==> src/rtl/vscfe_pkg.sv <==
// ----------------------------------------------------------------------------
// vscfe_pkg
// Shared types, constants and helpers for the voxel sign-change face emitter.
// ----------------------------------------------------------------------------
package vscfe_pkg;

	// Default grid limit per axis
	localparam int MAX_DIM_DEFAULT = 64;

	// Field widths fixed by the interface
	localparam int SAMPLE_W = 32;
	localparam int SIZE_W   = 7;
	localparam int COORD_W  = 7;
	localparam int CFG_IW   = 2;
	// Compare width for index plus one against an effective size
	localparam int CMP_W    = 9;

	// Face job queue depth between front and back
	localparam int QUEUE_DEPTH = 4;

	// Reset value of every size register
	localparam logic [SIZE_W-1:0] SIZE_RESET = 7'd64;

	// Configuration register indexes
	localparam logic [CFG_IW-1:0] REG_SIZE_X = 2'd0;
	localparam logic [CFG_IW-1:0] REG_SIZE_Y = 2'd1;
	localparam logic [CFG_IW-1:0] REG_SIZE_Z = 2'd2;

	// Face normal axis codes
	typedef enum logic [1:0] {
		AXIS_X = 2'd0,
		AXIS_Y = 2'd1,
		AXIS_Z = 2'd2
	} axis_t;

	// Last vertex number within a quad
	localparam logic [2:0] LAST_VTX = 3'd5;

	// One sample's worth of faces: one bit per axis, lower-neighbour signs,
	// and the base corner (2c-1 on every axis) in half steps
	typedef struct packed {
		logic [2:0]         face_mask;
		logic [2:0]         neg;
		logic [COORD_W-1:0] base_x;
		logic [COORD_W-1:0] base_y;
		logic [COORD_W-1:0] base_z;
	} face_job_t;

	// Base half-step coordinate 2*idx-1, wrapped to the output width
	function automatic logic [COORD_W-1:0] base_coord(input logic [CMP_W-1:0] idx);
		logic [CMP_W:0] t;
		t = {idx, 1'b0} - {{CMP_W{1'b0}}, 1'b1};
		return t[COORD_W-1:0];
	endfunction

	// Quad vertex order v0,v1,v2,v1,v2,v3 mapped to corner number
	function automatic logic [1:0] vertex_corner(input logic [2:0] vtx);
		logic [1:0] c;
		case (vtx)
			3'd0:    c = 2'd0;
			3'd1:    c = 2'd1;
			3'd2:    c = 2'd2;
			3'd3:    c = 2'd1;
			3'd4:    c = 2'd2;
			3'd5:    c = 2'd3;
			default: c = 2'd0;
		endcase
		return c;
	endfunction

endpackage

==> src/rtl/vscfe_back.sv <==
// ----------------------------------------------------------------------------
// vscfe_back
// Walks the faces of the head job, six vertices per face, x then y then z,
// into an output register.
// ----------------------------------------------------------------------------
module vscfe_back (
	input  logic                                clk,
	input  logic                                arst_n,
	input  logic                                job_valid,
	input  vscfe_pkg::face_job_t                job,
	output logic                                job_pop,
	output logic                                out_valid,
	input  logic                                out_stall,
	output logic [vscfe_pkg::COORD_W-1:0]       vert_x,
	output logic [vscfe_pkg::COORD_W-1:0]       vert_y,
	output logic [vscfe_pkg::COORD_W-1:0]       vert_z,
	output logic [1:0]                          normal_axis,
	output logic                                normal_negative,
	output logic                                last_vertex
);

	localparam int CW = vscfe_pkg::COORD_W;

	logic [2:0] vtx_q;
	logic [2:0] done_q;
	logic       out_valid_q;
	logic [CW-1:0] vert_x_q, vert_y_q, vert_z_q;
	logic [1:0] axis_q;
	logic       neg_q;
	logic       last_q;

	logic [2:0]       remain;
	logic [2:0]       axis_bit;
	vscfe_pkg::axis_t axis;
	logic [1:0]       corner;
	logic             dx, dy, dz;
	logic             neg;
	logic             last_face;
	logic             quad_end;
	logic             fire;

	// Pick the lowest face not yet walked
	assign remain = job.face_mask & ~done_q;
	always_comb begin
		if (remain[0]) begin
			axis     = vscfe_pkg::AXIS_X;
			axis_bit = 3'b001;
		end else if (remain[1]) begin
			axis     = vscfe_pkg::AXIS_Y;
			axis_bit = 3'b010;
		end else begin
			axis     = vscfe_pkg::AXIS_Z;
			axis_bit = 3'b100;
		end
	end

	assign last_face = (remain & ~axis_bit) == 3'b000;
	assign quad_end  = (vtx_q == vscfe_pkg::LAST_VTX);
	assign neg       = |(job.neg & axis_bit);
	assign corner    = vscfe_pkg::vertex_corner(vtx_q);

	// Map the corner onto the two in-plane axes
	always_comb begin
		unique case (axis)
			vscfe_pkg::AXIS_X: begin
				dx = 1'b0;
				dy = corner[0];
				dz = corner[1];
			end
			vscfe_pkg::AXIS_Y: begin
				dx = corner[0];
				dy = 1'b0;
				dz = corner[1];
			end
			vscfe_pkg::AXIS_Z: begin
				dx = corner[0];
				dy = corner[1];
				dz = 1'b0;
			end
			default: begin
				dx = 1'b0;
				dy = 1'b0;
				dz = 1'b0;
			end
		endcase
	end

	assign fire    = job_valid && (!out_valid_q || !out_stall);
	assign job_pop = fire && quad_end && last_face;

	// Step through vertices and faces
	always_ff @(posedge clk or negedge arst_n) begin
		if (!arst_n) begin
			vtx_q       <= '0;
			done_q      <= '0;
			out_valid_q <= 1'b0;
		end else begin
			if (fire) begin
				out_valid_q <= 1'b1;
				if (quad_end) begin
					vtx_q  <= '0;
					done_q <= last_face ? 3'b000 : (done_q | axis_bit);
				end else begin
					vtx_q <= vtx_q + 3'd1;
				end
			end else if (!out_stall) begin
				out_valid_q <= 1'b0;
			end
		end
	end

	// Load the vertex into the output register
	always_ff @(posedge clk) begin
		if (fire) begin
			vert_x_q <= job.base_x + {{(CW-2){1'b0}}, dx, 1'b0};
			vert_y_q <= job.base_y + {{(CW-2){1'b0}}, dy, 1'b0};
			vert_z_q <= job.base_z + {{(CW-2){1'b0}}, dz, 1'b0};
			axis_q   <= axis;
			neg_q    <= neg;
			last_q   <= quad_end && last_face;
		end
	end

	assign out_valid       = out_valid_q;
	assign vert_x          = vert_x_q;
	assign vert_y          = vert_y_q;
	assign vert_z          = vert_z_q;
	assign normal_axis     = axis_q;
	assign normal_negative = neg_q;
	assign last_vertex     = last_q;

endmodule

==> config.mk <==
export PLATFORM = sky130hd
export DESIGN_NAME = vscfe_back
export DESIGN_NICKNAME = d
export VERILOG_FILES = /design/src/rtl/vscfe_pkg.sv /design/src/rtl/vscfe_back.sv
export SDC_FILE = /design/constraint.sdc
export NUM_CORES = 1
export LEC_CHECK = 0
export ABC_AREA = 1
export CORE_MARGIN = 4
export CORE_UTILIZATION = 45
export CTS_BUF_LIST = sky130_fd_sc_hd__clkbuf_4 sky130_fd_sc_hd__clkbuf_8
export DETAILED_ROUTE_END_ITERATION = 16
export DONT_BUFFER_PORTS = 1
export PLACE_DENSITY = 0.64
export SYNTH_ARGS = -nofsm -noshare
export SYNTH_HDL_FRONTEND = slang
export SYNTH_SLANG_ARGS = --single-unit
==> constraint.sdc <==
create_clock -name clk -period 1.5 [get_ports clk]
set_clock_uncertainty 0.05 [all_clocks]
set_input_delay 0.225 -clock clk [delete_from_list [all_inputs] [get_ports clk]]
set_output_delay 0.225 -clock clk [all_outputs]
set_load 0.02 [all_outputs]
After elaboration in Yosys (flattened, before gate mapping):

Cells that the tools add are included.
W data, S select, Z words.

* register bits: 32
* bits of input ports: 31
* output and inout port bits: 27

* add/sub/neg operators: 4
* equal/unequal tests: 8
* multiplexer cells: 12
* bitwise gates (word level): 6
* reductions and logical operators: 15

Operators by type and width (count)
* $add A7 B2 Y7: 3
* $mux W3: 4
* $and A3 B3 Y3: 3
* $reduce_or A2 Y1: 4
* $eq A3 B2 Y1 const B: 2
* $eq A3 B3 Y1 const B: 2
* $not A3 Y3: 2
* $pmux W2 S3: 1
* $logic_and A1 B1 Y1: 4
* $mux W1: 4
* $mux W2: 2
* $add A3 B1 Y3 const B: 1
* $eq A3 B1 Y1 const B: 1
* $logic_not A3 Y1: 1
* $or A3 B3 Y3: 1
* $reduce_or A3 Y1: 1
* $eq A2 B1 Y1 const B: 1
* $eq A2 B2 Y1 const B: 1
* $logic_not A1 Y1: 2
* $logic_not A2 Y1: 1
* $ne A2 B1 Y1 const B: 1
* $pmux W1 S2: 1
* $reduce_and A2 Y1: 1
* $logic_or A1 B1 Y1: 1

Logic depth before layout (Yosys ltp):

* depth in word-level cells: 8
* gate-level depth with buffers: 10
* gate-level depth less buffers: 10

Worst setup path before layout:

No wires, ideal clock.

* path kind: flip-flop to flip-flop
* from: register out_valid_q (netlist: out_valid)
* to: register vtx_q[2]
* arrival time: 1.532 ns
* required time: 1.326 ns
* setup slack: -0.206 ns
* stages on the path, launching flop included: 7
* path buffers: 0
* cell sequence: dfrtp_1 > nand2_1 > nand2_2 > inv_1 > nand2_1 > nor2_1 > a21oi_1

* longest elaborated chain between the ends: 3

Ends and longest elaborated chain
* start, declared: RTL line vscfe_back.sv:26 `logic out_valid_q;`
* start signal, assigned: RTL line vscfe_back.sv:96 `out_valid_q <= 1'b0;`
* start signal, assigned: RTL line vscfe_back.sv:99 `out_valid_q <= 1'b1;`
* start signal, assigned: RTL line vscfe_back.sv:107 `out_valid_q <= 1'b0;`
* $logic_not A1 Y1: RTL line vscfe_back.sv:88 `assign fire = job_valid && (!out_valid_q || !out_stall);`
* $logic_or A1 B1 Y1: RTL line vscfe_back.sv:88
* $logic_and A1 B1 Y1: RTL line vscfe_back.sv:88
* net fire: RTL line vscfe_back.sv:40 `logic fire;`
* end signal, assigned: RTL line vscfe_back.sv:104 `vtx_q <= vtx_q + 3'd1;`
* end, declared: RTL line vscfe_back.sv:24 `logic [2:0] vtx_q;`

The timed path passes the listed nets, and every way through them passes these cells.
A chain may end at the register's enable or synchronous reset.

Worst setup path after layout:

* from: register vtx_q[1]
* to: register vert_z_q[3] (netlist: vert_z[3]) (data pin)

* longest elaborated chain between the ends: 5
* elaborated cells on any way between the ends: 10
* classes of those cells: 1 x add/sub; 5 x eq/ne; 2 x mux; 2 x reduce/logical

Ends and longest elaborated chain
* $eq A3 B3 Y1 (tied with other cells): RTL line vscfe_pkg.sv:59 `case (vtx)`
* $reduce_or A2 Y1 (no source line)
* $pmux W2 S3 *: RTL line vscfe_pkg.sv:59
* $mux W1 *: RTL line vscfe_back.sv:64 `unique case (axis)`
* $add A7 B2 Y7 *: RTL line vscfe_back.sv:117 `vert_z_q <= job.base_z + {{(CW-2){1'b0}}, dz, 1'b0};`
* end signal, assigned: RTL line vscfe_back.sv:117
* end, declared: RTL line vscfe_back.sv:27 `logic [CW-1:0] vert_x_q, vert_y_q, vert_z_q;`

Mark *: on every way between the ends. The rest lies on a longest branch, timed or not.

==> results by group <==
Run status
  – Status: complete, but fails checks
  – Failing checks: negative setup slack

Worst hold path
  – Min-Delay Path Class: in2reg
  – Worst hold stages: 1

Worst setup path
  – CP Launch Type: flop
  – Slowest stage delay, CP: 0.48 ns
  – Buf/Inv on CP: 1
  – Highest-delay cell along the critical path: dfrtp_2
  – Critical path's top delay family: flip-flops
  – WS Path Type: reg2reg
  – FF-to-FF path depth: 6
  – CP Depth: 6
  – Kind of end point of the critical path: flop
  – CP arrival: 1.76 ns
  – CP Cell Sequence: o21ai_4 > nor2_2 > ha_2 > ha_4 > buf_6 > xor2_2
  – CP required: 1.54 ns
  – Critical Path Fanout Max: 4

Detailed routing
  – Metal1 wirelength: 1290 um
  – Met2 WL post-DR: 1800 um
  – WL/cell: 16.2 um
  – DRT iter0 DRCs: 28
  – Met3 wire len: 234 um
  – Vias post-DR: 1035
  – Routed Antenna Nets: 0
  – DRT Pass-1 Iters: 4
  – DRC: 0
  – Top routing layer in use: met4
  – Routed wire length: 3370 um
  – DR vias/cell: 4.98

Pwr
  – Gate power share: 38.4%
  – Leakage: approximately 0.00084 uW
  – Peak supply drop: 0.937 mV
  – Total power: around 3400 uW
  – Sw Share: 35.0%
  – P_int: around 2200 uW
  – Power density cells: 1620 nW/um2
  – Seq pwr share: between 40% and 50%
  – Switching power: 1190 uW
  – Clock share of power: 19.2%

STA
  – Unrepaired setup endpoints after global routing: yes
  – Fin. Hold Viols: 0
  – Fmax: 583 MHz
  – Slew Viols, Final: 0
  – Fin crit period: 1.72 ns
  – Worst-Margin Slew: 0.353 ns
  – Min setup slack post-route: -0.217 ns
  – Fin crit share: 114%
  – Setup violations, final: 17
  – Worst slew margin: 76.4%

Yosys
  – Post-synth top area cell: edfxtp_1
  – Top cell type's share of synthesized area: 51.7%
  – Number of synthesized flops with an enable pin: 25
  – Most used DFF post-synth: edfxtp_1
  – Flops & latches, synth: 32
  – Yosys warns: 0
  – Post-synth cell types: 19
  – Post-synthesis async set-or-reset flop share: 21.9%
  – Net count after synthesis: around 160
  – Top cells by area, synth: edfxtp_1 (52%), dfrtp_1 (12%), nand2_1 (7.0%)
  – Gate Count Post-Synth: 126
  – Synthesized area per cell: 11.5 um2
  – Mapped Area: 1450 um2
  – Sequential area share after synthesis: 63.7%

Global route
  – Total track usage: 16.5%
  – Pin count of the biggest net entering global routing: 22
  – Vias in the first global route: 1060
  – Initial antenna violation count: 0
  – Gr ovfl total: 0
  – Global-route wire length before repair: ~5100 um

Cells and area
  – # fillers: about 210
  – Multi-input gate area: roughly 700 um2
  – Register Area: a little over 900 um2
  – Most common cell after layout, fill and taps aside: edfxtp_1
  – Fin nets: 200
  – Most frequent cells in the layout: edfxtp_1 (25), nand2_1 (20), buf_4 (18)
  – Area delta synth->final: 43.9%
  – Share of cells above drive strength 1: 48.2%
  – Post-route design area: 2090 um2
  – N_diodes: 0

Die
  – Die H: roughly 65 um
  – Die X: about 65 um
  – IO Pins: 58
  – Initial Util: 47.2%
  – Core area: 3080 um2
  – Die area: 4200 um2
  – Num rows: 20

Clock tree
  – Clock Latency Late Sink: about 0.33 ns
  – CTS tree: built
  – Num CTS Buffers: 5
  – Register clock-pin slew on the reported worst setup and hold paths: about 0.1 ns
  – Max Root-Sink Buffers: 2
  – H-tree levels: 2
  – CTS sink cnt: 32
  – Root Buffer: clkbuf_4

Placed design
  – Port Buf Inserts: 0
  – Dpl hpwl: 2300 um
  – Post-DP Area: 1670 um2
  – Placer congestion estimate: 0.788

Run
  – Max-cap violations: 0
[synthesized netlist by cell type (2+ instances only)]
master    number
o21ai_0        3
nand3_1        7
nand4_1        2
nor2_1        14
inv_1         13
xor2_1         7
nand2_1       27
edfxtp_1      25
ha_1           6
xnor2_1        6
a21oi_1        2
dfrtp_1        7
[state kept, by name, summed over array words and instances, names as in the netlist, 2 cells and up]
name / flops
done_q: 3
vtx_q: 3
vert_z: 7
vert_y: 7
vert_x: 7
normal_axis: 2
[power by group through the flow]
stage                     registers [uW]  clock network [uW]  logic [uW]
after floorplan                     1420                   0         448
after global placement              1410                   0         806
after detailed placement            1420                   0         846
after CTS                           1410                 664        1040
after global routing                1460                 714        1450
final                               1440                 651        1300
[layer usage]
layer / GRT usage (%) / up-vias
met5: 0 / -
met4: 6.07 / 0
met3: 7.28 / 7
met2: 28.6 / 41
met1: 17.8 / 492
li1: - / 495
[what timing repair did]
item	CTS	global route
setup buffers	6	2
cloned	0	0
setup endpoints to repair	17	19
gates resized for setup	25	28
hold buffers	5	0
hold endpoints to repair	11	0
pin swaps	16	18
[path summary, 6_finish.rpt]
path	end	start	slack (ns)
min in group asynchronous	vtx_q[1]	arst_n	0.17
worst min register to register	done_q[2]	done_q[2]	0.52
worst max register to register	vert_z[3]	vtx_q[1]	-0.22
max in group asynchronous	vtx_q[0]	arst_n	0.95
worst min-delay path	vert_x[5]	job[19]	0.03
worst max-delay path	vert_z[3]	vtx_q[1]	-0.22
[cell families (layout without fill, tap and decap cells)]
kind of cell / Yosys count / count (layout) / synth area share [%]
AND/OR/NAND/NOR: 54 / 54 / 17.0
AO/OA/AOI/OAI: 7 / 7 / 2.67
flip-flops: 32 / 32 / 63.7
buffers and inverters: 14 / 52 / 3.62
XOR/XNOR: 13 / 13 / 7.84
adder cells (fa/ha/maj): 6 / 6 / 5.17
[area by class of cell]
| cell class | instances | share of cell area [%] |
|---|---|---|
| clock buffer | 6 | 2.15 |
| clock inverter | 2 | 1.68 |
| inverter | 14 | 2.69 |
| multi-input combinational | 80 | 33.3 |
| sequential | 32 | 44.5 |
| tap | 44 | 2.63 |
| timing repair buffer | 30 | 13.0 |
[per-stage QoR]
step           hold slack [ns]  worst slack, ns  TNS [ns]  utilization, %  instances
3_3_place_gp            -0.120           -0.166    -0.996            54.1        187
4_1_cts                 0.0217           -0.162     -1.75            63.2        206
3_5_place_dp            -0.120           -0.245     -1.85            54.1        187
5_1_grt                0.00941           -0.312     -3.21            67.9        208
2_1_floorplan           -0.121          -0.0692    -0.317               -        126
6_report                0.0348           -0.217     -2.12            67.9        208
(Power assumes the default switching activity.)
