`src/rtl/vscfe_pkg.sv`:
```
// ----------------------------------------------------------------------------
// vscfe_pkg
// Shared types, constants and helpers for the voxel sign-change face emitter.
// ----------------------------------------------------------------------------
package vscfe_pkg;

	// Default grid limit per axis
	localparam int MAX_DIM_DEFAULT = 64;

	// Field widths fixed by the interface
	localparam int SAMPLE_W = 32;
	localparam int SIZE_W   = 7;
	localparam int COORD_W  = 7;
	localparam int CFG_IW   = 2;
	// Compare width for index plus one against an effective size
	localparam int CMP_W    = 9;

	// Face job queue depth between front and back
	localparam int QUEUE_DEPTH = 4;

	// Reset value of every size register
	localparam logic [SIZE_W-1:0] SIZE_RESET = 7'd64;

	// Configuration register indexes
	localparam logic [CFG_IW-1:0] REG_SIZE_X = 2'd0;
	localparam logic [CFG_IW-1:0] REG_SIZE_Y = 2'd1;
	localparam logic [CFG_IW-1:0] REG_SIZE_Z = 2'd2;

	// Face normal axis codes
	typedef enum logic [1:0] {
		AXIS_X = 2'd0,
		AXIS_Y = 2'd1,
		AXIS_Z = 2'd2
	} axis_t;

	// Last vertex number within a quad
	localparam logic [2:0] LAST_VTX = 3'd5;

	// One sample's worth of faces: one bit per axis, lower-neighbour signs,
	// and the base corner (2c-1 on every axis) in half steps
	typedef struct packed {
		logic [2:0]         face_mask;
		logic [2:0]         neg;
		logic [COORD_W-1:0] base_x;
		logic [COORD_W-1:0] base_y;
		logic [COORD_W-1:0] base_z;
	} face_job_t;

	// Base half-step coordinate 2*idx-1, wrapped to the output width
	function automatic logic [COORD_W-1:0] base_coord(input logic [CMP_W-1:0] idx);
		logic [CMP_W:0] t;
		t = {idx, 1'b0} - {{CMP_W{1'b0}}, 1'b1};
		return t[COORD_W-1:0];
	endfunction

	// Quad vertex order v0,v1,v2,v1,v2,v3 mapped to corner number
	function automatic logic [1:0] vertex_corner(input logic [2:0] vtx);
		logic [1:0] c;
		case (vtx)
			3'd0:    c = 2'd0;
			3'd1:    c = 2'd1;
			3'd2:    c = 2'd2;
			3'd3:    c = 2'd1;
			3'd4:    c = 2'd2;
			3'd5:    c = 2'd3;
			default: c = 2'd0;
		endcase
		return c;
	endfunction

endpackage

```
`src/rtl/vscfe_queue.sv`:
```
// ----------------------------------------------------------------------------
// vscfe_queue
// Short FIFO of face jobs between the classifier and the vertex sequencer.
// ----------------------------------------------------------------------------
module vscfe_queue (
	input  logic                 clk,
	input  logic                 arst_n,
	input  logic                 push,
	input  vscfe_pkg::face_job_t push_job,
	output logic                 full,
	input  logic                 pop,
	output logic                 not_empty,
	output vscfe_pkg::face_job_t head
);

	localparam int QD  = vscfe_pkg::QUEUE_DEPTH;
	localparam int QAW = $clog2(QD);

	vscfe_pkg::face_job_t store_q [QD];
	logic [QAW-1:0] wr_ptr_q, rd_ptr_q;
	logic [QAW:0]   count_q;

	assign full      = (count_q == (QAW+1)'(QD));
	assign not_empty = (count_q != '0);
	assign head      = store_q[rd_ptr_q];

	// Store pushed jobs
	always_ff @(posedge clk) begin
		if (push) begin
			store_q[wr_ptr_q] <= push_job;
		end
	end

	// Advance pointers and occupancy
	always_ff @(posedge clk or negedge arst_n) begin
		if (!arst_n) begin
			wr_ptr_q <= '0;
			rd_ptr_q <= '0;
			count_q  <= '0;
		end else begin
			if (push) begin
				wr_ptr_q <= (wr_ptr_q == QAW'(QD-1)) ? '0 : wr_ptr_q + QAW'(1);
			end
			if (pop) begin
				rd_ptr_q <= (rd_ptr_q == QAW'(QD-1)) ? '0 : rd_ptr_q + QAW'(1);
			end
			if (push && !pop) begin
				count_q <= count_q + (QAW+1)'(1);
			end else if (pop && !push) begin
				count_q <= count_q - (QAW+1)'(1);
			end
		end
	end

endmodule

```
`config.mk`:
```
export PLATFORM = sky130hd
export DESIGN_NAME = vscfe_queue
export DESIGN_NICKNAME = d
export VERILOG_FILES = /design/src/rtl/vscfe_pkg.sv /design/src/rtl/vscfe_queue.sv
export SDC_FILE = /design/constraint.sdc
export NUM_CORES = 1
export LEC_CHECK = 0
export BUFFER_PORTS_ARGS = -buffer_cell sky130_fd_sc_hd__buf_2
export CORE_MARGIN = 2
export CORE_UTILIZATION = 51
export DETAILED_ROUTE_END_ITERATION = 7
export GPL_TIMING_DRIVEN = 0
export MAX_ROUTING_LAYER = met4
export PLACE_DENSITY = 0.84
export SYNTH_ARGS = -nofsm -noshare
export SYNTH_HDL_FRONTEND = slang
export SYNTH_SLANG_ARGS = --single-unit
```
`constraint.sdc`:
```
create_clock -name clk -period 1.91 [get_ports clk]
set_clock_uncertainty 0.2 [all_clocks]
set_input_delay 0 -clock clk [delete_from_list [all_inputs] [get_ports clk]]
set_output_delay 0 -clock clk [all_outputs]
set_load 0.01 [all_outputs]
```
After elaboration in Yosys (flattened, before gate mapping)
Memory sizes are Yosys's and may differ from the RTL's.
Cells that the tools add are included.

operators by class
  $add $sub $neg = 4
  equality and inequality tests = 3
  muxes and demuxes = 6
  reduce and logical (&&, ||, !) cells = 6

operator list
  kind                   count
  $mux W3                2
  $add A2 B1 Y2 const B  2
  $eq A2 B2 Y1 const B   2
  $mux W2                2
  $add A3 B1 Y3 const B  1
  $eq A3 B3 Y1 const B   1
  $reduce_bool A3 Y1     1
  $sub A3 B1 Y3 const B  1
  $logic_and A1 B1 Y1    2
  $logic_not A1 Y1       2
  $mux W1                2
  $reduce_bool A2 Y1     1

storage, ports and cells
  bits in registers = 7
  RAM bits = 108
  bits of input ports = 31
  output and inout port bits = 29
  memories kept = 1

memories
  memory   depth  bits a word  read ports  clocked after memory_dff  write ports  line               RTL
  store_q  4      27           1           0                         1            vscfe_queue.sv:19  vscfe_pkg::face_job_t store_q [QD];

Logic depth before layout (Yosys ltp)
Gate-level depths: netlist (run 1).

  depth after elaboration = 4
  depth in mapped cells = 7
  gate-level depth less buffers = 7

Worst setup path after synthesis (run 1)
OpenSTA, ideal clock, no wires.

  path kind = reg2reg
  from = reg wr_ptr_q[0]
  to = mem store_q[2][0] (netlist bit) (enable)
  setup time = 0.386 ns
  data arrival time = 1.299 ns
  slack = 0.025 ns
  stages on the path, launching flop included = 4
  buffers on the path = 0
  cell sequence = dfrtp_1 inv_1 ha_1 and2_1

RTL lines
  element                 line               RTL
  from (decl)             vscfe_queue.sv:20  logic [QAW-1:0] wr_ptr_q, rd_ptr_q;
  from (signal assigned)  vscfe_queue.sv:42  wr_ptr_q <= (wr_ptr_q == QAW'(QD-1)) ? '0 : wr_ptr_q + QAW'(1);
  to (decl)               vscfe_queue.sv:19

No word-level cell before the write port.

==> run_results.csv, run 1 <==
group,metric,value,unit
cells_and_area,diodes,0,
cts,clock_latency,0.50,ns
floorplanning,die_area,9230,sq um
routing,dr.pass1.iters,4,
synthesis,yosys_warnings,0,
synthesis,yosys.area_share.simple,0.0127,
sta,slew_headroom,0.493,
floorplanning,start_util,0.526,
grt,grt.total_usage,0.192,
min_path,hold_path.class,"in2reg",
synthesis,synthAdderAreaFrac,0.0220,
cells_and_area,nNetsFinal,333,
cts,cts_inserted_buffers,17,
grt,grt_max_degree,28,
cts,cts_buffer_depth,2,
sta,finalHoldViolCount,0,
synthesis,netlist_instances,178,
routing,postRouteAntennaNets,0,
power_and_ir_drop,ir_worst_vdd,1.01,mV
setup_path,r2r_cells,4,
synthesis,synthMuxAreaShare,0.149,
routing,drcViolationCount,0,
setup_path,cp-start-kind,"register",
sta,maxSlewViolCount,0,
routing,vias_per_cell,5.28,
synthesis,synth_top_family_by_area,"multiplexers",
run_status,outcome,"finished, violations left",
cells_and_area,fin_area,5900,sq um
synthesis,synth.distinct_cells,21,
cts,ctsRootBufferMaster,"clkbuf_8",
synthesis,synth_top_area_frac,0.750,
grt,first_global_vias,2308,
setup_path,cp_max_fo,9,
cts,clock_sinks,115,
sta,period_needed,2.07,ns
synthesis,yosysSeqAreaShare,0.791,
place,portBuffers,59,
setup_path,endpoint,"head[1]",
setup_path,r2r-start,"wr_ptr_q[0]",
sta,worst_slew_pin_slew,0.761,ns
floorplanning,dieWidth,96.1,um
cells_and_area,syn_to_final_growth,36.5,%
sta,max_freq,484,MHz
setup_path,startpoint,"rd_ptr_q[0]",
floorplanning,dieHeight,96.1,um
synthesis,avgSynthCellArea,24.3,sq um
synthesis,synth_area_leaders,"edfxtp_1, mux4_2, dfrtp_1",
power_and_ir_drop,p_leak,2.15,nW
grt,grt-ovfl-total,0,
cells_and_area,layout-drive-gt1-share,0.435,
place,place_congestion,0.723,
place,dp_hpwl,4260,um
sta,finalSetupViolCount,27,
cts,tritoncts,"yes",
grt,grt_pass1_wl,11700,um
sta,holdWs,0.0512,ns
synthesis,yosysTopAreaCell,"edfxtp_1",
setup_path,cp-end-kind,"primary output",
floorplanning,io_pins,60,
run_status,violations,"negative setup slack",
sta,rsz0062_at_grt,"yes",
place,post_dp_cell_area,4780,sq um
cts,clk_pin_slew,0.05,ns
grt,antenna_found_initial,0,
cts,htree_levels,4,
routing,vias,2182,
synthesis,netlist_area,4320,sq um
synthesis,synth_seq_cells,115,
floorplanning,row_count,33,
sta,worst_slack,-0.155,ns
setup_path,critPathKind,"reg2out",
setup_path,r2r_slack,0.07,ns
synthesis,synth_compound_area_frac,0.00232,
routing,wl_per_cell,19.0,um
setup_path,cp_data_required_time,1.71,ns
routing,drtIter0Drc,106,
power_and_ir_drop,p_total,9.34,mW
synthesis,synth_xor_xnor_area_share,0.00608,
synthesis,synth_fp_nets,216,
power_and_ir_drop,power_density,1580,nW/um^2
floorplanning,design.core.area,8220,sq um
sta,period_share,1.08,
routing,wl,7840,um
setup_path,critPathArrivalTime,1.87,ns
run,max_cap_viol_count,0,
setup_path,r2r_end,"store_q[2][1]",
==> registers in the layout, summed over array words and instances, names as in the netlist <==
| signal | count |
|---|---|
| rd_ptr_q | 2 |
| store_q | 108 |
| wr_ptr_q | 2 |
| count_q | 3 |
==> cells in the final DEF (no fill, tap or decap), types with 5 or more instances in the layout <==
cell           count
buf_2             36
buf_4              7
inv_1              5
ha_1               6
dfrtp_1            6
edfxtp_1         108
buf_6             25
mux4_2            27
clkbuf_16         16
dlygate4sd3_1     31
==> metrics by stage <==
| stage | worst slack, ns | cells | utilization | setup TNS, ns |
|---|---|---|---|---|
| after CTS | -0.192 | 412 | 0.708 | -3.20 |
| final | -0.155 | 413 | 0.718 | -2.44 |
| after detailed placement | -0.387 | 343 | 0.582 | -15.34 |
| after global placement | -0.479 | 342 | 0.578 | -46.78 |
| after floorplan | 0.0247 | 178 | - | 0 |
| after global routing | -0.225 | 413 | 0.718 | -4.40 |
==> cells by family (layout without fill, tap and decap cells) <==
family / after synthesis / in the layout
XOR/XNOR: 3 / 3
multiplexers: 30 / 30
buffers and inverters: 11 / 141
flip-flops: 115 / 115
adder cells (fa/ha/maj): 7 / 7
AND/OR/NAND/NOR: 10 / 10
AO/OA/AOI/OAI: 2 / 2
==> cell type report <==
type,instances,area (sq um)
clock inverters,13,141
multi-input cells,52,836
well taps,105,131
fillers,502,2320
plain buffers,6,90.1
flip-flops and latches,115,3420
inverters,5,18.8
repair buffers,98,842
clock buffers,19,422
==> critical path, cell delays in order, from the launching register on <==
cell and delay [ns]:
dfrtp_2 0.42, buf_12 0.14, buf_12 0.14, mux4_2 0.52, buf_6 0.15
==> synthesized netlist by cell type <==
master,n
and2_1,4
buf_12,1
buf_2,3
buf_4,1
buf_6,1
dfrtp_1,7
edfxtp_1,108
fa_1,1
ha_1,6
inv_1,5
mux2_2,3
mux4_1,1
mux4_2,26
nand2_1,1
nand3_1,1
nor2_1,2
nor3b_1,1
o21ai_0,2
or3_1,1
xnor2_1,1
xor2_1,2
==> worst min path at each step <==
stage,from,depth (start not counted),slack [ns],to
after floorplan,arst_n,0,-0.50,count_q[0]
after global placement,arst_n,1,-0.36,count_q[2]
after detailed placement,arst_n,1,-0.35,count_q[2]
after CTS,push_job[17],2,0.02,store_q[2][17]
after global routing,push_job[8],2,0.04,store_q[2][8]
final,push_job[19],2,0.05,store_q[1][19]
==> report_power, final <==
part           internal (mW)  switching (mW)  total, mW
Clock                   1.95            1.01       2.97
Sequential              3.26           0.161       3.42
Combinational           1.68            1.27       2.95
Total                   6.89            2.45       9.34
==> routing by layer <==
metal	global-route usage	share of wire
met5	-	0
met4	0.0845	0.012
met3	0.0642	0.045
met2	0.299	0.52
met1	0.231	0.42
==> timing repair <==
action / in CTS / in global routing
endpoints found under the setup margin: 108 / 54
hold buffers: 31 / 0
setup buffers: 6 / 1
gates resized for setup: 26 / 13
pin swaps: 0 / 0
endpoints found under the hold margin: 149 / 0
No activity file was read; power rests on OpenSTA's default activity.
==> run 2: changes to the inputs <==
--- a/config.mk
+++ b/config.mk
@@ -5,13 +5,14 @@
 export SDC_FILE = /design/constraint.sdc
 export NUM_CORES = 1
 export LEC_CHECK = 0
+export ABC_AREA = 1
 export BUFFER_PORTS_ARGS = -buffer_cell sky130_fd_sc_hd__buf_2
 export CORE_MARGIN = 2
-export CORE_UTILIZATION = 51
+export CORE_UTILIZATION = 45
 export DETAILED_ROUTE_END_ITERATION = 7
 export GPL_TIMING_DRIVEN = 0
 export MAX_ROUTING_LAYER = met4
-export PLACE_DENSITY = 0.84
+export PLACE_DENSITY = 0.74
 export SYNTH_ARGS = -nofsm -noshare
 export SYNTH_HDL_FRONTEND = slang
 export SYNTH_SLANG_ARGS = --single-unit
==> constraint.sdc (replaced) <==
create_clock -name clk -period 2.5 [get_ports clk]
set_clock_uncertainty 0.2 [all_clocks]
set_input_delay 0 -clock clk [delete_from_list [all_inputs] [get_ports clk]]
set_output_delay 0 -clock clk [all_outputs]
set_load 0.01 [all_outputs]
==> run 2 against run 1 <==
Net effect: the flow now finishes without violations; clock power down 16%; synthesized cell count up 110%; combinational power down 27%; via count up 43%; final area up 3.7%; sequential cell count unchanged; non-clock buffer count up 2; global-route usage up 0.57 points; cell count up 51%; highest routed layer unchanged; utilization down 12 points; setup slack better by 0.41 ns; largest cell class unchanged.
==> run_results.csv, run 2 <==
group,metric,value,unit
run_status,outcome,"finished clean",
grt,grt-ovfl-total,0,
cts,ctsResizeCount,0,
cells_and_area,largest_register,"store_q",
synthesis,synth.distinct_cells,21,
power_and_ir_drop,power_frac_seq,0.365,
routing,postRouteAntennaNets,0,
sta,rsz0062_at_grt,"no",
floorplanning,design.core.area,10300,sq um
sta,period_share,0.898,
setup_path,critPathKind,"reg2reg",
routing,met2_length,5310,um
floorplanning,io_pins,60,
grt,grt_max_degree,28,
place,place_congestion,0.715,
routing,drtIter0Drc,176,
floorplanning,die_area,11400,sq um
sta,max_freq,445,MHz
floorplanning,row_count,37,
floorplanning,dieWidth,107,um
cts,clock_sinks,115,
sta,slew_headroom,0.139,
sta,period_needed,2.25,ns
sta,finalSetupViolCount,0,
sta,tns,0,ns
cells_and_area,mostFrequentLayoutCell,"edfxtp_1",
synthesis,synth-main-ff-cell,"edfxtp_1",
place,portBuffers,59,
synthesis,avgSynthCellArea,12.9,sq um
sta,finalHoldViolCount,0,
routing,vias_per_cell,4.99,
cells_and_area,diodes,0,
synthesis,synthArstFlopShare,0.0609,
cts,tritoncts,"yes",
routing,highest_layer,"met4",
routing,drcViolationCount,0,
power_and_ir_drop,p_switching,2.32,mW
floorplanning,start_util,0.461,
grt,antenna_found_initial,0,
cells_and_area,top_regs,"store_q x108, count_q x3",
floorplanning,dieHeight,107,um
power_and_ir_drop,pwr-share-comb,0.295,
power_and_ir_drop,ir_worst_vdd,0.662,mV
cells_and_area,syn_to_final_growth,29.3,%
routing,wl,10200,um
routing,dr.pass1.iters,5,
grt,grt_pass1_wl,15900,um
routing,wl_per_cell,16.4,um
setup_path,cp_data_required_time,2.42,ns
routing,vias,3111,
cts,clock_latency,0.52,ns
power_and_ir_drop,p_int,4.98,mW
synthesis,netlist_area,4730,sq um
synthesis,synth_top_area_frac,0.685,
cts,cts_inserted_buffers,17,
synthesis,synth_fp_nets,404,
place,dp_hpwl,5770,um
setup_path,cp_max_fo,27,
run,max_cap_viol_count,0,
synthesis,synth_most_common_cell,"edfxtp_1",
min_path,hold_path.class,"in2reg",
cts,clk_pin_slew,0.05,ns
power_and_ir_drop,pwr-share-clk,0.340,
power_and_ir_drop,power_density,1190,nW/um^2
synthesis,synth_seq_cells,115,
setup_path,cp-end-kind,"register",
synthesis,yosysTopAreaCell,"edfxtp_1",
routing,dr_wl_met3,605,um
cts,cts_buffer_depth,2,
grt,first_global_vias,3187,
synthesis,yosysSeqAreaShare,0.722,
synthesis,synthTopCellsByCount,"edfxtp_1, nand2_1, inv_1",
cells_and_area,fillers,791,
synthesis,yosys_warnings,0,
cts,ctsRootBufferMaster,"clkbuf_8",
sta,holdWs,0.0308,ns
synthesis,netlist_instances,366,
cts,htree_levels,4,
sta,maxSlewViolCount,0,
cells_and_area,postLayoutCoreUtil,0.596,
cts,post_cts_buffers,0,
setup_path,critPathArrivalTime,2.17,ns
cells_and_area,layout-drive-gt1-share,0.227,
power_and_ir_drop,p_sw_frac,0.318,
power_and_ir_drop,p_leak,2.60,nW
grt,grt.total_usage,0.198,
synthesis,synth_enable_flop_cells,108,
cts,holdBufCountCts,31,
cells_and_area,largest_register_ffs,108,
synthesis,synth_area_leaders,"edfxtp_1, nand2_1, o211ai_1",
cells_and_area,final_cell_mix,"edfxtp_1, nand2_1, buf_2",
cells_and_area,nNetsFinal,513,
setup_path,cp-start-kind,"register",
sta,worst_slew_pin_slew,1.29,ns
routing,wl_met1,4120,um
[run 2: cell count changes after synthesis, sizes merged, moves of 3 or more]
cell / change
o211ai: +54
mux2: -3
nand2: +95
inv: +62
mux4: -27
buf: +8
and2: -4
[run 2: power groups by stage]
stage / registers [mW] / clock network [mW] / logic (mW)
global placement: 2.67 / 0 / 2.03
detailed placement: 2.69 / 0 / 2.09
floorplan: 2.65 / 0 / 1.33
global route: 2.69 / 2.60 / 2.37
finish: 2.66 / 2.48 / 2.15
CTS: 2.66 / 2.50 / 2.17
[run 2: through the flow]
stage / std cells / power (mW) / worst slack, ns / area (sq um)
2_1_floorplan: 366 / 3.98 / 0.728 / 4730
3_3_place_gp: 561 / 4.70 / 0.297 / 5200
3_5_place_dp: 561 / 4.78 / 0.233 / 5200
4_1_cts: 624 / 7.33 / 0.198 / 6120
5_1_grt: 624 / 7.67 / 0.113 / 6120
6_report: 624 / 7.29 / 0.254 / 6120
[run 2: layer usage]
layer | vias to the layer above | global-route usage
met4 | 0 | 0.0891
met3 | 22 | 0.0559
met1 | 1501 | 0.227
met2 | 109 | 0.326
met5 | - | -
li1 | 1479 | -
[run 2: kinds of logic after synthesis]
kind of cell / Yosys count / share of synthesized area
xor+xnor: 1 / 0.00185
buf+inv: 83 / 0.0745
compound gates: 59 / 0.100
fa+ha+maj: 7 / 0.0201
flops: 115 / 0.722
simple gates: 101 / 0.0811
[run 2: final timing paths]
kind / slack [ns] / from / depth (start not counted) / to
setup / recovery: 0.25 / wr_ptr_q[1] / 4 / store_q[1][3]
hold / removal: 0.03 / push_job[26] / 2 / store_q[0][26]
setup reg to reg: 0.25 / wr_ptr_q[1] / 4 / store_q[1][3]
hold reg to reg: 0.31 / count_q[2] / 2 / count_q[2]
max in group asynchronous: 1.62 / arst_n / 3 / rd_ptr_q[0]
min in group asynchronous: 0.23 / arst_n / 3 / count_q[0]
[run 2: final cells by class]
cell class,instances,area [sq um],share of cell area
sequential,115,3420,0.558
multi-input combinational,168,963,0.157
timing repair buffer,90,606,0.0989
clock buffer,19,422,0.0689
inverter,67,251,0.0411
clock inverter,13,189,0.0309
tap,136,170,0.0278
buffer,16,101,0.0166
[run 2: critical path, cell delays in order, from the launching register on]
cell,delay [ns]
dfrtp_1,0.41
inv_1,0.11
ha_1,0.15
nand2_1,0.05
inv_1,0.92
==> run 3: changes to the inputs <==
--- a/config.mk
+++ b/config.mk
@@ -7,7 +7,6 @@
 export LEC_CHECK = 0
 export ABC_AREA = 1
 export BUFFER_PORTS_ARGS = -buffer_cell sky130_fd_sc_hd__buf_2
-export CORE_MARGIN = 2
 export CORE_UTILIZATION = 45
 export DETAILED_ROUTE_END_ITERATION = 7
 export GPL_TIMING_DRIVEN = 0
==> constraint.sdc (replaced) <==
create_clock -name clk -period 2.8 [get_ports clk]
set_clock_uncertainty 0.2 [all_clocks]
set_input_delay 0 -clock clk [delete_from_list [all_inputs] [get_ports clk]]
set_output_delay 0 -clock clk [all_outputs]
set_load 0.01 [all_outputs]
==> run 3 against run 2 <==
Net effect: register-to-register slack improved by 0.34 ns; sequential cell count did not move; utilization rose by 0.21 points; combinational power fell by 12%; maximum frequency rose by 1.6%; critical path depth did not move.
==> run_results.csv, run 3 (synthesized netlist as in run 2, its figures left out) <==
group,metric,value,unit
run_status,outcome,"finished clean",
routing,dr.pass1.iters,4,
setup_path,cp_data_required_time,2.72,ns
power_and_ir_drop,p_int,4.53,mW
routing,postRouteAntennaNets,0,
routing,vias,3056,
sta,period_needed,2.21,ns
floorplanning,dieWidth,105,um
sta,finalHoldViolCount,0,
cells_and_area,top_regs,"store_q x108, count_q x3",
cells_and_area,largest_register,"store_q",
cells_and_area,nNetsFinal,513,
routing,drtIter0Drc,234,
place,place_congestion,0.749,
cts,cts_buffer_depth,2,
setup_path,critPathArrivalTime,2.13,ns
cells_and_area,final_cell_mix,"edfxtp_1, nand2_1, buf_2",
cts,cts_inserted_buffers,17,
sta,period_share,0.789,
place,portBuffers,59,
cts,tritoncts,"yes",
sta,worst_slew_pin_slew,1.28,ns
setup_path,slowest_stage,"inv_1",
min_path,hold_path.class,"in2reg",
cells_and_area,diodes,0,
sta,max_freq,453,MHz
setup_path,critPathMostFrequentCell,"inv_1",
floorplanning,row_count,37,
setup_path,path_cells,"inv_1, ha_1, nand2_1, inv_1",
power_and_ir_drop,ir_worst_vdd,0.478,mV
cts,clk_pin_slew,0.06,ns
floorplanning,design.core.area,10300,sq um
power_and_ir_drop,power_density,1070,nW/um^2
routing,vias_per_cell,4.91,
sta,rsz0062_at_grt,"no",
routing,wl,9770,um
routing,drcViolationCount,0,
power_and_ir_drop,power_frac_seq,0.360,
floorplanning,dieHeight,105,um
run,max_cap_viol_count,0,
setup_path,critPathKind,"reg2reg",
cts,clock_latency,0.51,ns
setup_path,cp_max_fo,27,
power_and_ir_drop,p_total,6.59,mW
grt,grt_max_degree,28,
power_and_ir_drop,p_switching,2.06,mW
grt,grt-ovfl-total,0,
sta,slew_headroom,0.148,
cells_and_area,mostFrequentLayoutCell,"edfxtp_1",
place,dp_hpwl,5420,um
power_and_ir_drop,p_sw_frac,0.313,
cts,clock_sinks,115,
power_and_ir_drop,pwr-share-comb,0.287,
floorplanning,die_area,10900,sq um
power_and_ir_drop,p_leak,2.61,nW
setup_path,cp-end-kind,"register",
sta,tns,0,ns
cells_and_area,layout-drive-gt1-share,0.228,
grt,first_global_vias,3221,
cells_and_area,largest_register_ffs,108,
sta,maxSlewViolCount,0,
cts,ctsRootBufferMaster,"clkbuf_8",
setup_path,cp-start-kind,"register",
cells_and_area,syn_to_final_growth,29.7,%
floorplanning,start_util,0.461,
power_and_ir_drop,pwr-share-clk,0.353,
sta,finalSetupViolCount,0,
cells_and_area,fillers,775,
routing,wl_per_cell,15.7,um
grt,antenna_found_initial,0,
grt,grt_pass1_wl,15400,um
floorplanning,io_pins,60,
cts,htree_levels,4,
setup_path,cpPeakStageDelay,0.89,ns
grt,grt.total_usage,0.198,
==> run 3: changes by cell type in the layout (fill, tap and decap cells not counted), sizes merged <==
| cell | delta |
|---|---|
| clkinv | -1 |
| clkbuf | -1 |
| bufinv | +1 |
==> run 3: path summary, 6_finish.rpt <==
check	from	to	cells after the start	slack, ns
worst max-delay path	wr_ptr_q[0]	store_q[2][1]	4	0.59
worst min-delay path	push_job[15]	store_q[1][15]	2	0.03
worst max register to register	wr_ptr_q[0]	store_q[2][1]	4	0.59
worst min register to register	count_q[2]	count_q[2]	2	0.28
max in group asynchronous	arst_n	count_q[1]	3	1.92
min in group asynchronous	arst_n	count_q[2]	3	0.24
==> run 3: final cells by class <==
type | count | area [sq um] | area share
buffer | 16 | 101 | 0.0165
tap | 136 | 170 | 0.0277
clock buffer | 18 | 418 | 0.0680
clock inverter | 13 | 214 | 0.0348
sequential | 115 | 3420 | 0.557
timing repair buffer | 90 | 606 | 0.0986
multi-input combinational | 168 | 963 | 0.157
inverter | 67 | 251 | 0.0409
==> run 3: worst max-delay path, delay by kind of cell (launching register included) <==
kind,cells,cell delay (ns)
buf+inv,2,0.99
flops,1,0.42
fa+ha+maj,1,0.14
simple gates,1,0.04
==> run 3: repair_timing <==
item,4_1_cts,5_1_grt
endpoints found under the setup margin,0,0
hold buffers,31,0
endpoints found under the hold margin,122,0
resized for setup,0,0
buffers inserted,0,0
==> run 3: routing by layer <==
layer,track usage,share of wire
met1,0.219,0.41
met2,0.327,0.51
met3,0.0568,0.058
met4,0.102,0.017
met5,-,0
==> run 3: power by group through the flow <==
stage / sequential [mW] / combinational (mW) / clock [mW]
4_1_cts: 2.37 / 1.91 / 2.32
3_3_place_gp: 2.38 / 1.83 / 0
2_1_floorplan: 2.37 / 1.18 / 0
6_report: 2.37 / 1.89 / 2.32
3_5_place_dp: 2.40 / 1.86 / 0
5_1_grt: 2.40 / 2.10 / 2.40
==> run 3: through the flow <==
| step | hold WS, ns | instances | setup slack [ns] | utilization | area [sq um] |
|---|---|---|---|---|---|
| final | 0.0307 | 623 | 0.590 | 0.598 | 6140 |
| after CTS | 0.0157 | 623 | 0.564 | 0.598 | 6140 |
| after global placement | -0.359 | 561 | 0.589 | 0.506 | 5200 |
| after floorplan | -0.496 | 366 | 1.03 | - | 4730 |
| after global routing | 0.0323 | 623 | 0.420 | 0.598 | 6140 |
| after detailed placement | -0.358 | 561 | 0.571 | 0.506 | 5200 |
